--- src/rtl/core/mrfp_pkg.sv ---
`timescale 1ns / 1ps
// ----------------------------------------------------------------------------
// mrfp_pkg: shared types and constants of the motor reply frame parser
// Holds the frame markers, the frame lengths, the frame kind codes and the
// structures passed between the top level and the frame decoder.
// ----------------------------------------------------------------------------
package mrfp_pkg;

  localparam logic [7:0] END_MARK     = 8'h6B;
  localparam logic [7:0] CODE_ENCODER = 8'h30;
  localparam logic [7:0] CODE_GAINS   = 8'h21;
  localparam logic [7:0] ADDR_RESET   = 8'h01;

  // Frame lengths in bytes, address and end mark included.
  localparam int unsigned ENC_LEN  = 5;
  localparam int unsigned POS_LEN  = 6;
  localparam int unsigned GAIN_LEN = 19;

  // The decoder sees the newest GAIN_LEN bytes; tap 0 is the newest.
  localparam int unsigned TAP_COUNT = GAIN_LEN;

  localparam logic [1:0] KIND_ENCODER  = 2'd0;
  localparam logic [1:0] KIND_POSITION = 2'd1;
  localparam logic [1:0] KIND_GAINS    = 2'd2;

  typedef logic [TAP_COUNT-1:0][7:0] mrfp_taps_t;

  // Which frame lengths fit into the bytes stored since the last clear.
  typedef struct packed {
    logic enc_len_ok;
    logic pos_len_ok;
    logic gain_len_ok;
  } mrfp_len_t;

  typedef struct packed {
    logic [1:0]  kind;
    logic [31:0] position;
    logic [31:0] traj_position_gain;
    logic [31:0] bypass_position_gain;
    logic [31:0] speed_gain_p;
    logic [31:0] speed_gain_i;
  } mrfp_result_t;

endpackage

--- src/rtl/core/mrfp_decode.sv ---
`timescale 1ns / 1ps
// ----------------------------------------------------------------------------
// mrfp_decode: reply frame matcher
// Checks the newest bytes for an encoder, position or gain reply, in that
// priority order, and assembles the result fields of the first match.
// ----------------------------------------------------------------------------
module mrfp_decode
  import mrfp_pkg::*;
(
  input  mrfp_taps_t   taps_i,
  input  mrfp_len_t    len_i,
  input  logic [7:0]   addr_i,
  output logic         match_o,
  output mrfp_result_t result_o
);

  // Big-endian word whose most significant byte sits at tap hi.
  function automatic logic [31:0] word_at(input mrfp_taps_t t, input int unsigned hi);
    return {t[hi], t[hi-1], t[hi-2], t[hi-3]};
  endfunction

  logic end_ok;
  logic enc_hit;
  logic pos_hit;
  logic gain_hit;

  assign end_ok   = (taps_i[0] == END_MARK);
  assign enc_hit  = len_i.enc_len_ok && end_ok && (taps_i[ENC_LEN-1] == addr_i) &&
                    (taps_i[ENC_LEN-2] == CODE_ENCODER);
  // The position reply carries no function code.
  assign pos_hit  = len_i.pos_len_ok && end_ok && (taps_i[POS_LEN-1] == addr_i);
  assign gain_hit = len_i.gain_len_ok && end_ok && (taps_i[GAIN_LEN-1] == addr_i) &&
                    (taps_i[GAIN_LEN-2] == CODE_GAINS);

  assign match_o = enc_hit || pos_hit || gain_hit;

  always_comb begin
    result_o = '0;
    if (enc_hit) begin
      result_o.kind     = KIND_ENCODER;
      result_o.position = {16'h0000, taps_i[2], taps_i[1]};
    end else if (pos_hit) begin
      result_o.kind     = KIND_POSITION;
      result_o.position = word_at(taps_i, 4);
    end else if (gain_hit) begin
      result_o.kind                 = KIND_GAINS;
      result_o.traj_position_gain   = word_at(taps_i, 16);
      result_o.bypass_position_gain = word_at(taps_i, 12);
      result_o.speed_gain_p         = word_at(taps_i, 8);
      result_o.speed_gain_i         = word_at(taps_i, 4);
    end
  end

endmodule

--- src/rtl/core/motor_reply_frame_parser.sv ---
`timescale 1ns / 1ps
// ----------------------------------------------------------------------------
// motor_reply_frame_parser: servo reply frame parser for one axis
// Collects received serial bytes and reports encoder, position and gain
// replies addressed to the configured device.
// ----------------------------------------------------------------------------
//
//  Channel   Direction  Fields (lowest bits first)
//  -------   ---------  ---------------------------------------------------
//  s_axis    in         tdata: rx_byte[7:0]
//  m_axis    out        tdata: position, traj_position_gain,
//                              bypass_position_gain, speed_gain_p,
//                              speed_gain_i (32 bits each); tuser: frame_kind
//  cfg       in         cfg_data_i: device_address[7:0]
//
//  One byte is taken in every cycle while the skid register is empty. The frame
//  check is combinational on the byte history and the byte that closes a frame;
//  its result is registered in the output register, or in the skid register.
//  Reset clears the byte count and sets the device address to 1.
//  While a result waits, one more result can be held in a skid register;
//  s_axis_tready falls only while that skid register is occupied.
//
// The byte history is kept as a shift line of the newest bytes, together
// with the number of bytes stored since the last clear. Every entry below
// that count has been written since the clear, so the shift line gives the
// same bytes as a fill buffer indexed by the count. The count wraps to zero
// at STORE_DEPTH, dropping the stored bytes.
module motor_reply_frame_parser
  import mrfp_pkg::*;
#(
  parameter int unsigned STORE_DEPTH = 30
) (
  input  logic         clk_i,
  input  logic         rst_ni,
  input  logic         s_axis_tvalid,
  output logic         s_axis_tready,
  input  logic [7:0]   s_axis_tdata,   // rx_byte
  output logic         m_axis_tvalid,
  input  logic         m_axis_tready,
  output logic [159:0] m_axis_tdata,   // position, traj_position_gain,
                                       // bypass_position_gain, speed_gain_p,
                                       // speed_gain_i
  output logic [7:0]   m_axis_tuser,   // frame_kind, zero filled
  input  logic         cfg_valid_i,
  output logic         cfg_ready_o,
  input  logic [7:0]   cfg_data_i      // device_address
);

  localparam int unsigned CNT_W = $clog2(STORE_DEPTH + 1);

  logic [7:0]   addr_q;
  logic [CNT_W-1:0] count_q, count_d, count_inc;
  mrfp_taps_t   taps_q, taps_d;
  mrfp_len_t    len;
  logic         match;
  mrfp_result_t result;
  logic         accept;
  logic         res_valid;
  logic         take;

  mrfp_result_t out_q, skid_q;
  logic         out_valid_q, out_valid_d;
  logic         skid_valid_q, skid_valid_d;

  assign cfg_ready_o   = 1'b1;
  assign s_axis_tready = !skid_valid_q;
  assign accept        = s_axis_tvalid && s_axis_tready;
  assign take          = m_axis_tvalid && m_axis_tready;

  // Device address register.
  always_ff @(posedge clk_i or negedge rst_ni) begin
    if (!rst_ni) begin
      addr_q <= ADDR_RESET;
    end else if (cfg_valid_i) begin
      addr_q <= cfg_data_i;
    end
  end

  // Byte history: the newest byte enters tap 0.
  assign taps_d    = {taps_q[TAP_COUNT-2:0], s_axis_tdata};
  assign count_inc = count_q + CNT_W'(1);

  assign len.enc_len_ok  = (count_inc >= CNT_W'(ENC_LEN));
  assign len.pos_len_ok  = (count_inc >= CNT_W'(POS_LEN));
  assign len.gain_len_ok = (count_inc >= CNT_W'(GAIN_LEN));

  mrfp_decode u_decode (
    .taps_i   (taps_d),
    .len_i    (len),
    .addr_i   (addr_q),
    .match_o  (match),
    .result_o (result)
  );

  assign res_valid = accept && match;

  // A match clears the count; otherwise it wraps at the store depth.
  always_comb begin
    count_d = count_q;
    if (accept) begin
      if (match || (count_inc >= CNT_W'(STORE_DEPTH))) begin
        count_d = '0;
      end else begin
        count_d = count_inc;
      end
    end
  end

  always_ff @(posedge clk_i or negedge rst_ni) begin
    if (!rst_ni) begin
      count_q <= '0;
    end else begin
      count_q <= count_d;
    end
  end

  always_ff @(posedge clk_i) begin
    if (accept) begin
      taps_q <= taps_d;
    end
  end

  // Output register with one skid entry behind it. The skid entry fills only
  // when a new result arrives while the output is held.
  always_comb begin
    out_valid_d  = out_valid_q;
    skid_valid_d = skid_valid_q;
    if (skid_valid_q) begin
      if (take) begin
        skid_valid_d = 1'b0;
      end
    end else if (res_valid) begin
      if (out_valid_q && !take) begin
        skid_valid_d = 1'b1;
      end else begin
        out_valid_d = 1'b1;
      end
    end else if (take) begin
      out_valid_d = 1'b0;
    end
  end

  always_ff @(posedge clk_i or negedge rst_ni) begin
    if (!rst_ni) begin
      out_valid_q  <= 1'b0;
      skid_valid_q <= 1'b0;
    end else begin
      out_valid_q  <= out_valid_d;
      skid_valid_q <= skid_valid_d;
    end
  end

  always_ff @(posedge clk_i) begin
    if (skid_valid_q) begin
      if (take) begin
        out_q <= skid_q;
      end
    end else if (res_valid) begin
      if (out_valid_q && !take) begin
        skid_q <= result;
      end else begin
        out_q <= result;
      end
    end
  end

  assign m_axis_tvalid = out_valid_q;
  assign m_axis_tdata  = {out_q.speed_gain_i, out_q.speed_gain_p,
                          out_q.bypass_position_gain, out_q.traj_position_gain,
                          out_q.position};
  assign m_axis_tuser  = {6'b000000, out_q.kind};

endmodule

--- config.mk ---
export PLATFORM = sky130hd
export DESIGN_NAME = motor_reply_frame_parser
export DESIGN_NICKNAME = d
export VERILOG_FILES = /design/src/rtl/core/mrfp_pkg.sv /design/src/rtl/core/mrfp_decode.sv /design/src/rtl/core/motor_reply_frame_parser.sv
export SDC_FILE = /design/constraint.sdc
export NUM_CORES = 1
export LEC_CHECK = 0
export ABC_AREA = 1
export BUFFER_PORTS_ARGS = -buffer_cell sky130_fd_sc_hd__buf_2
export CAP_MARGIN = 5
export CORE_MARGIN = 2
export CORE_UTILIZATION = 25
export DETAILED_ROUTE_END_ITERATION = 7
export SETUP_SLACK_MARGIN = 0.05
export SLEW_MARGIN = 5
export SYNTH_ARGS = -nofsm -noshare
export SYNTH_HDL_FRONTEND = slang
export SYNTH_SLANG_ARGS = --single-unit
--- constraint.sdc ---
create_clock -name clk_i -period 26.1 [get_ports clk_i]
set_clock_uncertainty 0.1 [all_clocks]
set_input_delay 5.22 -clock clk_i [delete_from_list [all_inputs] [get_ports clk_i]]
set_output_delay 5.22 -clock clk_i [all_outputs]
set_load 0.005 [all_outputs]
# Word level (Yosys, flattened, before mapping)

Cells that the tools add are included.
Widths: inputs -> output; s select.

Register bits after elaboration: 483
Input port bits: 21
Output and inout port bits: 171
Logic and storage cells: 90

$add $sub $neg: 1
Order comparisons: 4
Equality and inequality tests: 9
Multiplexer cells: 19
Bitwise gates (word level): 1
Reductions and logical operators: 22

Operator list:

| operator            | count |
|---|---|
| $mux 162            | 4 |
| $mux 128            | 3 |
| $mux 34             | 1 |
| $mux 32             | 1 |
| $eq 8x8->1          | 3 |
| $eq 8x6->1 const B  | 2 |
| $logic_and 1x1->1   | 12 |
| $ge 5x3->1 const B  | 2 |
| $ge 5x5->1 const B  | 2 |
| $reduce_and 3->1    | 3 |
| $eq 8x7->1 const B  | 1 |
| $mux 1              | 7 |
| $ne 2x2->1 const B  | 3 |
| $add 5x1->5 const B | 1 |
| $mux 5              | 1 |
| $mux 2              | 2 |
| $reduce_bool 2->1   | 2 |
| $logic_or 1x1->1    | 3 |
| $logic_not 1->1     | 2 |
| $not 1->1           | 1 |

# Depth between registers and ports, before layout

Gate-level depths: netlist of the first run.

Word-level depth: 11
Gate-level depth with buffers: 13
Mapped depth without buffers: 11

# Cells and area by module

A second synthesis of the first run with hierarchy kept.

Cell total of the unflattened synthesis: 1528
Area total of the unflattened synthesis: 18745.5 µm²

By module, submodules not included:

| module                   | instances | cells each | area each (µm²) | seq. area each (µm²) |
|---|---|---|---|---|
| motor_reply_frame_parser | 1         | 1092       | 16961.3         | 14430.1 |
| mrfp_decode              | 1         | 436        | 1784.2          | 0.0 |

# Worst setup path before layout of the first run

Ideal clock, no wire load.

Path type: in2reg
Start: input s_axis_tvalid
End: register out_q, in the netlist m_axis_tdata[0] (enable)
Setup time: 0.737 ns
Arrival time: 16.329 ns
Data required time: 25.263 ns
Slack: 8.934 ns
Stages: 4
Buffers on the path: 0
Cells stage by stage: nand2_1 inv_1 nand2_1 a21oi_1

Longest elaborated chain between the ends: 4

Ends and longest elaborated chain:

| item                        | RTL line                        | source |
|---|---|---|
| start, declared             | motor_reply_frame_parser.sv:35  | `input logic s_axis_tvalid,` |
| $logic_and 1x1->1           | motor_reply_frame_parser.sv:67  | `assign accept = s_axis_tvalid && s_axis_tready;` |
| via accept                  | motor_reply_frame_parser.sv:57  | `logic accept;` |
| $logic_and 1x1->1           | motor_reply_frame_parser.sv:95  | `assign res_valid = accept && match;` |
| $reduce_bool 2->1 (no line) | -                               |  |
| $reduce_and 3->1 (no line)  | -                               |  |
| end signal, assigned        | motor_reply_frame_parser.sv:156 | `out_q <= skid_q;` |
| end signal, assigned        | motor_reply_frame_parser.sv:162 | `out_q <= result;` |
| end, declared               | motor_reply_frame_parser.sv:61  | `mrfp_result_t out_q, skid_q;` |

The timed path passes the listed nets, and every way through them passes these cells.
A chain may end at the register's enable or synchronous reset.

==> results of run 1 <==
==> cells by family (layout without fill, tap and decap cells) <==
kind of cell    after synthesis  count (layout)  share of synthesized area
simple gates                781             781                      0.206
buf+inv                     257             472                     0.0657
fa+ha+maj                     4               4                    0.00248
xor+xnor                      4               4                    0.00174
other cells                   2               7                   0.000372
compound gates               32              32                    0.00831
flops                       483             483                      0.715
==> synth_stat cells (2+ instances only) <==
library cell  count
edfxtp_1        468
nand2_1         406
inv_1           174
nand3_1         119
nor2_4          100
nor2_1           88
nand3_2          28
clkbuf_1         27
nand4_1          22
a21oi_1          20
buf_12           14
dfrtp_1          14
buf_6            11
o21ai_0          10
buf_1             8
buf_4             8
buf_2             7
inv_2             7
nor3_1            5
ha_1              4
nor2_2            4
xnor2_1           3
conb_1            2
==> cell type report <==
cell class,count,area (um^2),area share
Sequential cell,483,14400,0.608
Multi-Input combinational cell,828,4450,0.188
Tap cell,1060,1330,0.0559
Clock buffer,61,1310,0.0553
Timing Repair Buffer,197,1030,0.0434
Inverter,181,689,0.0290
Clock inverter,33,490,0.0207
==> through the flow <==
step                      std cells  cell area, um^2  hold slack (ns)  setup WS, ns
final                          2843            23700            0.367         16.80
after CTS                      2843            23700            0.378         16.75
after global routing           2843            23700            0.379         16.59
after detailed placement       2749            21900            0.364         16.12
after floorplan                1568            20200            0.326          8.93
after global placement         2749            21900            0.361         16.22
==> flip-flops by register name, summed over array words and instances (netlist names) <==
| signal | cells |
|---|---|
| skid_valid_q | 1 |
| m_axis_tuser | 2 |
| skid_q | 162 |
| addr_q | 8 |
| m_axis_tvalid | 1 |
| taps_d | 144 |
| m_axis_tdata | 160 |
| count_q | 5 |
==> worst max-delay path by stage <==
| stage | startpoint | end | slack, ns | cells after the start |
|---|---|---|---|---|
| 6_report | s_axis_tdata[4] | skid_q[88] | 16.80 | 12 |
| 3_3_place_gp | s_axis_tdata[4] | skid_q[95] | 16.22 | 12 |
| 2_1_floorplan | s_axis_tvalid | m_axis_tdata[0] | 8.93 | 4 |
| 5_1_grt | s_axis_tdata[4] | skid_q[84] | 16.59 | 12 |
| 3_5_place_dp | s_axis_tdata[4] | skid_q[88] | 16.12 | 12 |
| 4_1_cts | s_axis_tdata[4] | skid_q[88] | 16.75 | 12 |
==> cell usage in the layout (no fill, tap or decap), types with 3 or more instances in the layout <==
cell and instances:
edfxtp_1 468, nand2_1 406, buf_2 184, inv_1 172
nand3_1 119, nor2_4 101, nor2_1 87, clkbuf_16 51
nand3_2 28, nand4_1 22, a21oi_1 19, dfrtp_1 13
buf_4 12, bufinv_16 11, o21ai_0 10, clkbuf_1 10
inv_2 7, conb_1 7, clkinv_2 7, clkinv_1 6
nor3_1 5, nor2_2 4, inv_6 4, ha_1 4
clkinvlp_4 4, xnor2_1 3
==> where the power goes <==
part	leakage, nW	total (mW)	switching (mW)	internal, mW
logic	3.97	0.0537	0.0378	0.0159
clock network	0.865	0.775	0.304	0.471
registers	4.37	0.883	0.0215	0.861
==> metal layers <==
| layer | track usage | wire [um] | up-vias |
|---|---|---|---|
| li1 | - | - | 5570 |
| met1 | 0.155 | 21400 | 5749 |
| met2 | 0.185 | 23000 | 338 |
| met3 | 0.0207 | 2540 | 76 |
| met4 | 0.0290 | 912 | 2 |
| met5 | 0 | 12 | - |
==> results.yml, run 1 <==
outcome:
  status: "finished, final reports clean"
sta:
  setup_tns_ns: 0
  max_freq_mhz: 108
  period_share: 0.356
  relSlewSlack: 0.150
  hold_viol: 0
  drv_slew: 0
  worst_pin_slew_ns: 1.27
  setup_viol: 0
  rsz0062_at_grt: "no"
  min_period_ns: 9.30
clock_tree:
  clk_pin_slew_ns: 0.06
  htree_levels: 2
  cts_root_buf: "clkbuf_16"
  cts_hold_buf: 0
  cts_tree: "built"
  numCtsBuffers: 51
  clock_path_buffers: 3
  cts_resized: 0
  cts.sink_count: 483
  cts_setup_buffers: 0
  clkLatencyLatePin_ns: 0.60
detailed_routing:
  route.detailed.drc: 0
  firstDrtPassIters: 5
  viasPerCell: 4.13
  wl_per_cell_um: 16.8
  drtAntennaViolNets: 0
  drtIter0Drc: 850
  vias: 11700
  drt_wl_total_mm: 47.9
critical_path:
  endpoint_kind: "flop"
  crit_family: "buffers and inverters"
  cp_num_buf_inv: 4
  rrSetupSlack_ns: 20.97
  r2r-end: "skid_q[88]"
  rr_worst_depth: 10
  crit_fanout: 46
  startpoint_type: "input port"
  crit_top_cell: "buf_4"
  reg2reg_from: "count_q[0]"
  path_cells: "buf_2 -> nor2_1 -> nand3_1 -> nor2_2 -> nand2_1 -> nor2_1 -> nand3_2 -> nand3b_4 -> buf_4 -> buf_4 -> buf_4 -> nor2_4"
  crit_path_top_delay_cell: "buf_4"
  cp_data_arrival_time_ns: 9.50
  crit_path_max_incr_delay_ns: 0.86
  cp_data_required_time_ns: 26.30
  critPathKind: "input port to flop"
die:
  die_x_um: 288
  die_area_um2: 83000
  initial_utilization: 0.252
  fp-row-count: 104
  dieHeight_um: 288
  io_pins: 192
  core_region_area_um2: 80200
pwr:
  power.total_mw: 1.71
  leakage_nw: 9.20
  peakVddDrop_mv: 0.0468
  power.density_nw_per_um2: 72.1
synth:
  ys_warn_count: 0
  synth_area_per_cell_um2: 12.9
  synth.cell_area_um2: 20200
  seq_area_frac_synth: 0.715
  synth_top_cell_area_share: 0.697
  synth_top_area_cell: "edfxtp_1"
  ys.flop_type: "edfxtp_1"
  yosys.cell_types.count: 37
  synth-seq-cells: 483
  syn-instance-count: 1563
  yosys-top-cells-area: "edfxtp_1, nand2_1, nor2_4"
  synth_edf_count: 468
  synth_async_sr_flop_share: 0.0311
grt:
  antenna_found_initial: 1
  grt_pass1_wl_mm: 71.6
  track_usage: 0.113
  grt_pass1_vias: 11300
  overflow: 0
  grt_max_degree: 130
placement:
  routabilityCongestion: 0.838
  port_buffers: 184
  hpwl_mm: 30.5
hold_path:
  holdPathEnd: "taps_d[150]"
  worstHoldStart: "taps_d[142]"
  hold_path_depth: 0
  min_path_type: "flop to flop"
finish:
  utilization: 0.296
  drive_gt1_frac: 0.240
  fillers: 8164
  layout.nets: 1767
  area_delta_synth_final_pct: 17.7
  diodes: 0
run:
  drv_cap: 0
(Power assumes the default switching activity.)
==> run 2, diff against run 1 <==
Clock period 26.1 ns to 8.65 ns, I/O delays scaled along.
==> run 2 against run 1 <==
Net effect: via count increased by 0.70%; sequential share of layout area increased by 0.24 points; largest cell class unchanged; largest power group unchanged; sequential cell count unchanged; critical path depth decreased by 5; critical endpoint is now m_axis_tdata[90]; core utilization decreased by 0.12 points; combinational power increased to 3.1 times the previous value; non-clock buffer count increased by 1.
==> results.yml, run 2 (same netlist as run 1, synthesis figures left out) <==
sta:
  min_period_ns: 4.66
  max_freq_mhz: 215
  period_share: 0.538
  setup_tns_ns: 0
  hold_viol: 0
  relSlewSlack: 0.201
  rsz0062_at_grt: "no"
  drv_slew: 0
  worst_pin_slew_ns: 1.19
  setup_viol: 0
die:
  core_region_area_um2: 80200
  io_pins: 192
  fp-row-count: 104
  initial_utilization: 0.252
  die_area_um2: 83000
  dieHeight_um: 288
  die_x_um: 288
finish:
  diodes: 0
  drive_gt1_frac: 0.238
  layout_common_cells: "edfxtp_1, nand2_1, buf_2, inv_1, nand3_1"
  fillers: 8123
  area_delta_synth_final_pct: 17.2
  largest_register_ffs: 162
  final_common_cell: "edfxtp_1"
  top_register: "skid_q"
  layout.nets: 1768
  utilization: 0.295
detailed_routing:
  drt_wl_total_mm: 47.9
  wl_per_cell_um: 16.8
  route.detailed.drc: 0
  drtIter0Drc: 1128
  drtAntennaViolNets: 0
  firstDrtPassIters: 5
  vias: 11800
  viasPerCell: 4.15
clock_tree:
  clock_path_buffers: 3
  numCtsBuffers: 51
  clk_pin_slew_ns: 0.06
  cts_tree: "built"
  cts_setup_buffers: 0
  cts_resized: 0
  cts.sink_count: 483
  cts_hold_buf: 0
  cts_root_buf: "clkbuf_16"
  htree_levels: 2
  clkLatencyLatePin_ns: 0.60
grt:
  grt_pass1_vias: 11500
  use_met2: 0.185
  track_usage: 0.114
  grtUsageMet1: 0.154
  grt_use_met3: 0.0233
  top_usage_layer: "met2"
  overflow: 0
  antenna_found_initial: 0
  grt_max_degree: 156
  grt_pass1_wl_mm: 71.8
pwr:
  pwr-share-clk: 0.437
  p_comb_frac: 0.033
  netSwitchingFraction: 0.225
  leakage_nw: 9.16
  power.density_nw_per_um2: 212
  peakVddDrop_mv: 0.166
  p_sw_mw: 1.13
  p_int_mw: 3.89
  seqPwrFrac: 0.531
placement:
  port_buffers: 184
  hpwl_mm: 30.3
  routabilityCongestion: 0.842
hold_path:
  min_path_type: "flop to flop"
critical_path:
  startpoint_type: "flop"
  endpoint_kind: "flop"
  critPathKind: "flop to flop"
  crit_fanout: 105
  cp_data_arrival_time_ns: 4.77
  cp_data_required_time_ns: 8.77
outcome:
  status: "finished, final reports clean"
run:
  drv_cap: 0
==> run 2: path summary, 6_finish.rpt <==
| path | depth (start not counted) | to | startpoint | slack (ns) |
|---|---|---|---|---|
| hold / removal | 0 | taps_d[150] | taps_d[142] | 0.35 |
| max in group asynchronous | 1 | skid_valid_q | rst_ni | 7.12 |
| setup reg to reg | 7 | m_axis_tdata[90] | skid_valid_q | 3.99 |
| setup / recovery | 7 | m_axis_tdata[90] | skid_valid_q | 3.99 |
| min in group asynchronous | 1 | addr_q[2] | rst_ni | 0.98 |
| hold reg to reg | 0 | taps_d[150] | taps_d[142] | 0.35 |
==> run 2: layer usage <==
| metal | part of all wire | wire length, um |
|---|---|---|
| met5 | 0 | 0 |
| met1 | 0.44 | 21100 |
| met4 | 0.021 | 1010 |
| met3 | 0.060 | 2880 |
| met2 | 0.48 | 22900 |
==> run 2: metrics by stage <==
stage	area, um^2	hold WS, ns	instances	worst slack (ns)	power [mW]
finish	23600	0.354	2845	3.99	5.02
global route	23600	0.362	2845	3.59	5.20
detailed placement	22000	0.345	2750	3.43	2.88
CTS	23600	0.359	2845	3.88	5.08
global placement	22000	0.345	2750	3.58	2.87
floorplan	20200	0.326	1568	1.59	2.81
==> run 2: layout make-up <==
| class | count | area, um^2 | area share |
|---|---|---|---|
| Sequential cell | 483 | 14400 | 0.610 |
| Inverter | 181 | 688 | 0.0291 |
| Clock inverter | 37 | 377 | 0.0159 |
| Clock buffer | 58 | 1300 | 0.0551 |
| Multi-Input combinational cell | 828 | 4450 | 0.188 |
| Tap cell | 1060 | 1330 | 0.0561 |
| Timing Repair Buffer | 198 | 1060 | 0.0450 |
==> run 2: power groups by stage <==
stage                     combinational (mW)  clock [mW]  sequential, mW
final                                  0.164        2.19            2.66
after global routing                   0.186        2.34            2.67
after CTS                              0.164        2.26            2.66
after detailed placement               0.164           0            2.71
after global placement                 0.158           0            2.71
after floorplan                        0.128           0            2.68
==> run 2: critical path, cell delays in order (launching register included) <==
cell,delay [ns]
dfrtp_4,0.66
inv_6,0.50
nand2_1,0.41
clkinvlp_4,0.69
nand2_1,0.33
a21oi_4,0.24
buf_12,0.50
buf_4,0.71
==> run 3, diff against run 2 <==
Settings changed: ABC_AREA 1 to 0.
Clock period 8.65 ns to 4.6 ns, I/O delays scaled along.
==> run 3 against run 2 <==
Net effect: global-route usage down 0.070 points; setup slack worse by 2.9 ns; first-iteration DRC count down 19%; hold slack got worse by 0.24 ns; via count shrank 10%; sequential power increased by 80%; non-clock buffer count is 2 higher; final cell count fell by 13%; power increased by 76%; count of clock-buffer cells in the layout is 7 higher; critical path type is now flop to output pin; largest cell class unchanged; largest power group unchanged; highest routed layer unchanged.
==> results.yml, run 3 <==
synth:
  synth_async_sr_flop_share: 0.0311
  yosys-top-cells-area: "edfxtp_1, nand2_1, and2_1"
  ys.flop_type: "edfxtp_1"
  synth-seq-cells: 483
  synth.cell_area_um2: 18900
  synth_top_area_cell: "edfxtp_1"
  yosys.cell_types.count: 51
  yosysMostFrequentCell: "edfxtp_1"
  synth_area_per_cell_um2: 14.9
  syn-instance-count: 1268
  ys_warn_count: 0
  synth_edf_count: 468
  ys_top_cells_by_count: "edfxtp_1, nand2_1, and2_1"
  synth_top_cell_area_share: 0.743
  seq_area_frac_synth: 0.763
pwr:
  power.density_nw_per_um2: 392
  leakage_nw: 8.08
  peakVddDrop_mv: 0.281
clock_tree:
  cts_tree: "built"
  clkLatencyLatePin_ns: 0.61
  cts.sink_count: 483
  cts_hold_buf: 0
  cts_root_buf: "clkbuf_16"
  clock_path_buffers: 3
  clk_pin_slew_ns: 0.06
  cts_setup_buffers: 0
  cts_resized: 0
  htree_levels: 2
  numCtsBuffers: 51
critical_path:
  crit_fanout: 163
  endpoint_kind: "output pin"
  reg2reg_from: "taps_d[27]"
  critPathKind: "flop to output pin"
  startpoint_type: "flop"
  setup.worst_path.start: "skid_valid_q"
  cp_data_arrival_time_ns: 2.52
  cp_data_required_time_ns: 3.58
placement:
  hpwl_mm: 27.6
  routabilityCongestion: 0.777
  port_buffers: 184
  place_ws_ns: 0.843
detailed_routing:
  drtIter0Drc: 912
  drt_wl_total_mm: 45.2
  viasPerCell: 4.30
  drtAntennaViolNets: 0
  firstDrtPassIters: 5
  vias: 10600
  wl_per_cell_um: 18.3
  route.detailed.drc: 0
grt:
  grt_pass1_wl_mm: 66.9
  grt_pass1_vias: 10400
  overflow: 0
  track_usage: 0.113
  antenna_found_initial: 2
  grtUsageMet1: 0.151
  grt_max_degree: 164
  grt_use_met3: 0.0272
  use_met2: 0.182
  top_usage_layer: "met2"
finish:
  final_common_cell: "edfxtp_1"
  area_delta_synth_final_pct: 19.4
  largest_register_ffs: 162
  layout_common_cells: "edfxtp_1, nand2_1, buf_2, and2_1, o21ai_1"
  layout.nets: 1477
  diodes: 0
  top_register: "skid_q"
  drive_gt1_frac: 0.223
  fillers: 7390
run:
  drv_cap: 0
die:
  dieHeight_um: 279
  die_x_um: 279
  fp-row-count: 100
  die_area_um2: 77800
  initial_utilization: 0.253
  io_pins: 192
  core_region_area_um2: 74700
sta:
  setup_slack_ns: 1.06
  hold_viol: 0
  setup_viol: 0
  period_share: 0.770
  relSlewSlack: 0.303
  hold_ws_ns: 0.117
  drv_slew: 0
  min_period_ns: 3.54
  setup_tns_ns: 0
  max_freq_mhz: 282
  rsz0062_at_grt: "no"
  worst_pin_slew_ns: 1.05
hold_path:
  min_path_type: "input port to asynchronous set/reset pin"
outcome:
  status: "finished, final reports clean"
-- run 3: final timing paths --
check | slack, ns | endpoint | cells after the start
worst max-delay path | 1.06 | s_axis_tready | 3
worst min-delay path | 0.12 | addr_q[5] | 1
worst max register to register | 1.46 | m_axis_tdata[128] | 7
worst min register to register | 0.35 | taps_d[74] | 0
max in group asynchronous | 3.95 | skid_valid_q | 1
min in group clk_i | 0.35 | taps_d[74] | 0
-- run 3: power breakdown --
group	internal, mW	total [mW]	switching (mW)
clock	2.24	4.01	1.77
sequential	4.76	4.78	0.0232
combinational	0.0282	0.0549	0.0267
-- run 3: routing by layer --
layer,share of wire,up-vias
li1,-,4896
met1,0.45,5284
met5,0,-
met2,0.47,333
met3,0.061,71
met4,0.024,0
-- run 3: layout make-up --
class                           instances  area (um^2)  area share
Sequential cell                       483        14400       0.640
Multi-Input combinational cell        709         4070       0.180
Clock buffer                           65         1330      0.0589
Tap cell                              969         1210      0.0537
Timing Repair Buffer                  200         1180      0.0522
Clock inverter                         29          307      0.0136
Inverter                                7         36.3     0.00161
-- run 3: critical path: stages, from the launching register on --
cell	delay, ns
dfrtp_4	0.72
inv_6	0.14
buf_12	0.45
buf_2	0.25
-- run 3: cells by family (layout without fill, tap and decap cells) --
family	Yosys count	after routing	share of synthesized area
DFF	483	483	0.763
and+or+nand+nor	479	479	0.125
AOI/OAI and AO/OA	149	149	0.0449
buffers and inverters	81	301	0.0254
muxes	42	42	0.0250
xor gates and xnor gates	28	28	0.0130
adders and majority gates	4	4	0.00265
other	2	7	0.000397
-- run 3: metrics by stage --
step	instance area, um^2	utilization	power, mW	cells
floorplan	19000	-	4.90	1273
global placement	20900	0.280	4.93	2368
detailed placement	20900	0.280	4.93	2368
CTS	22600	0.302	8.96	2462
global route	22600	0.302	9.14	2462
finish	22600	0.302	8.85	2462
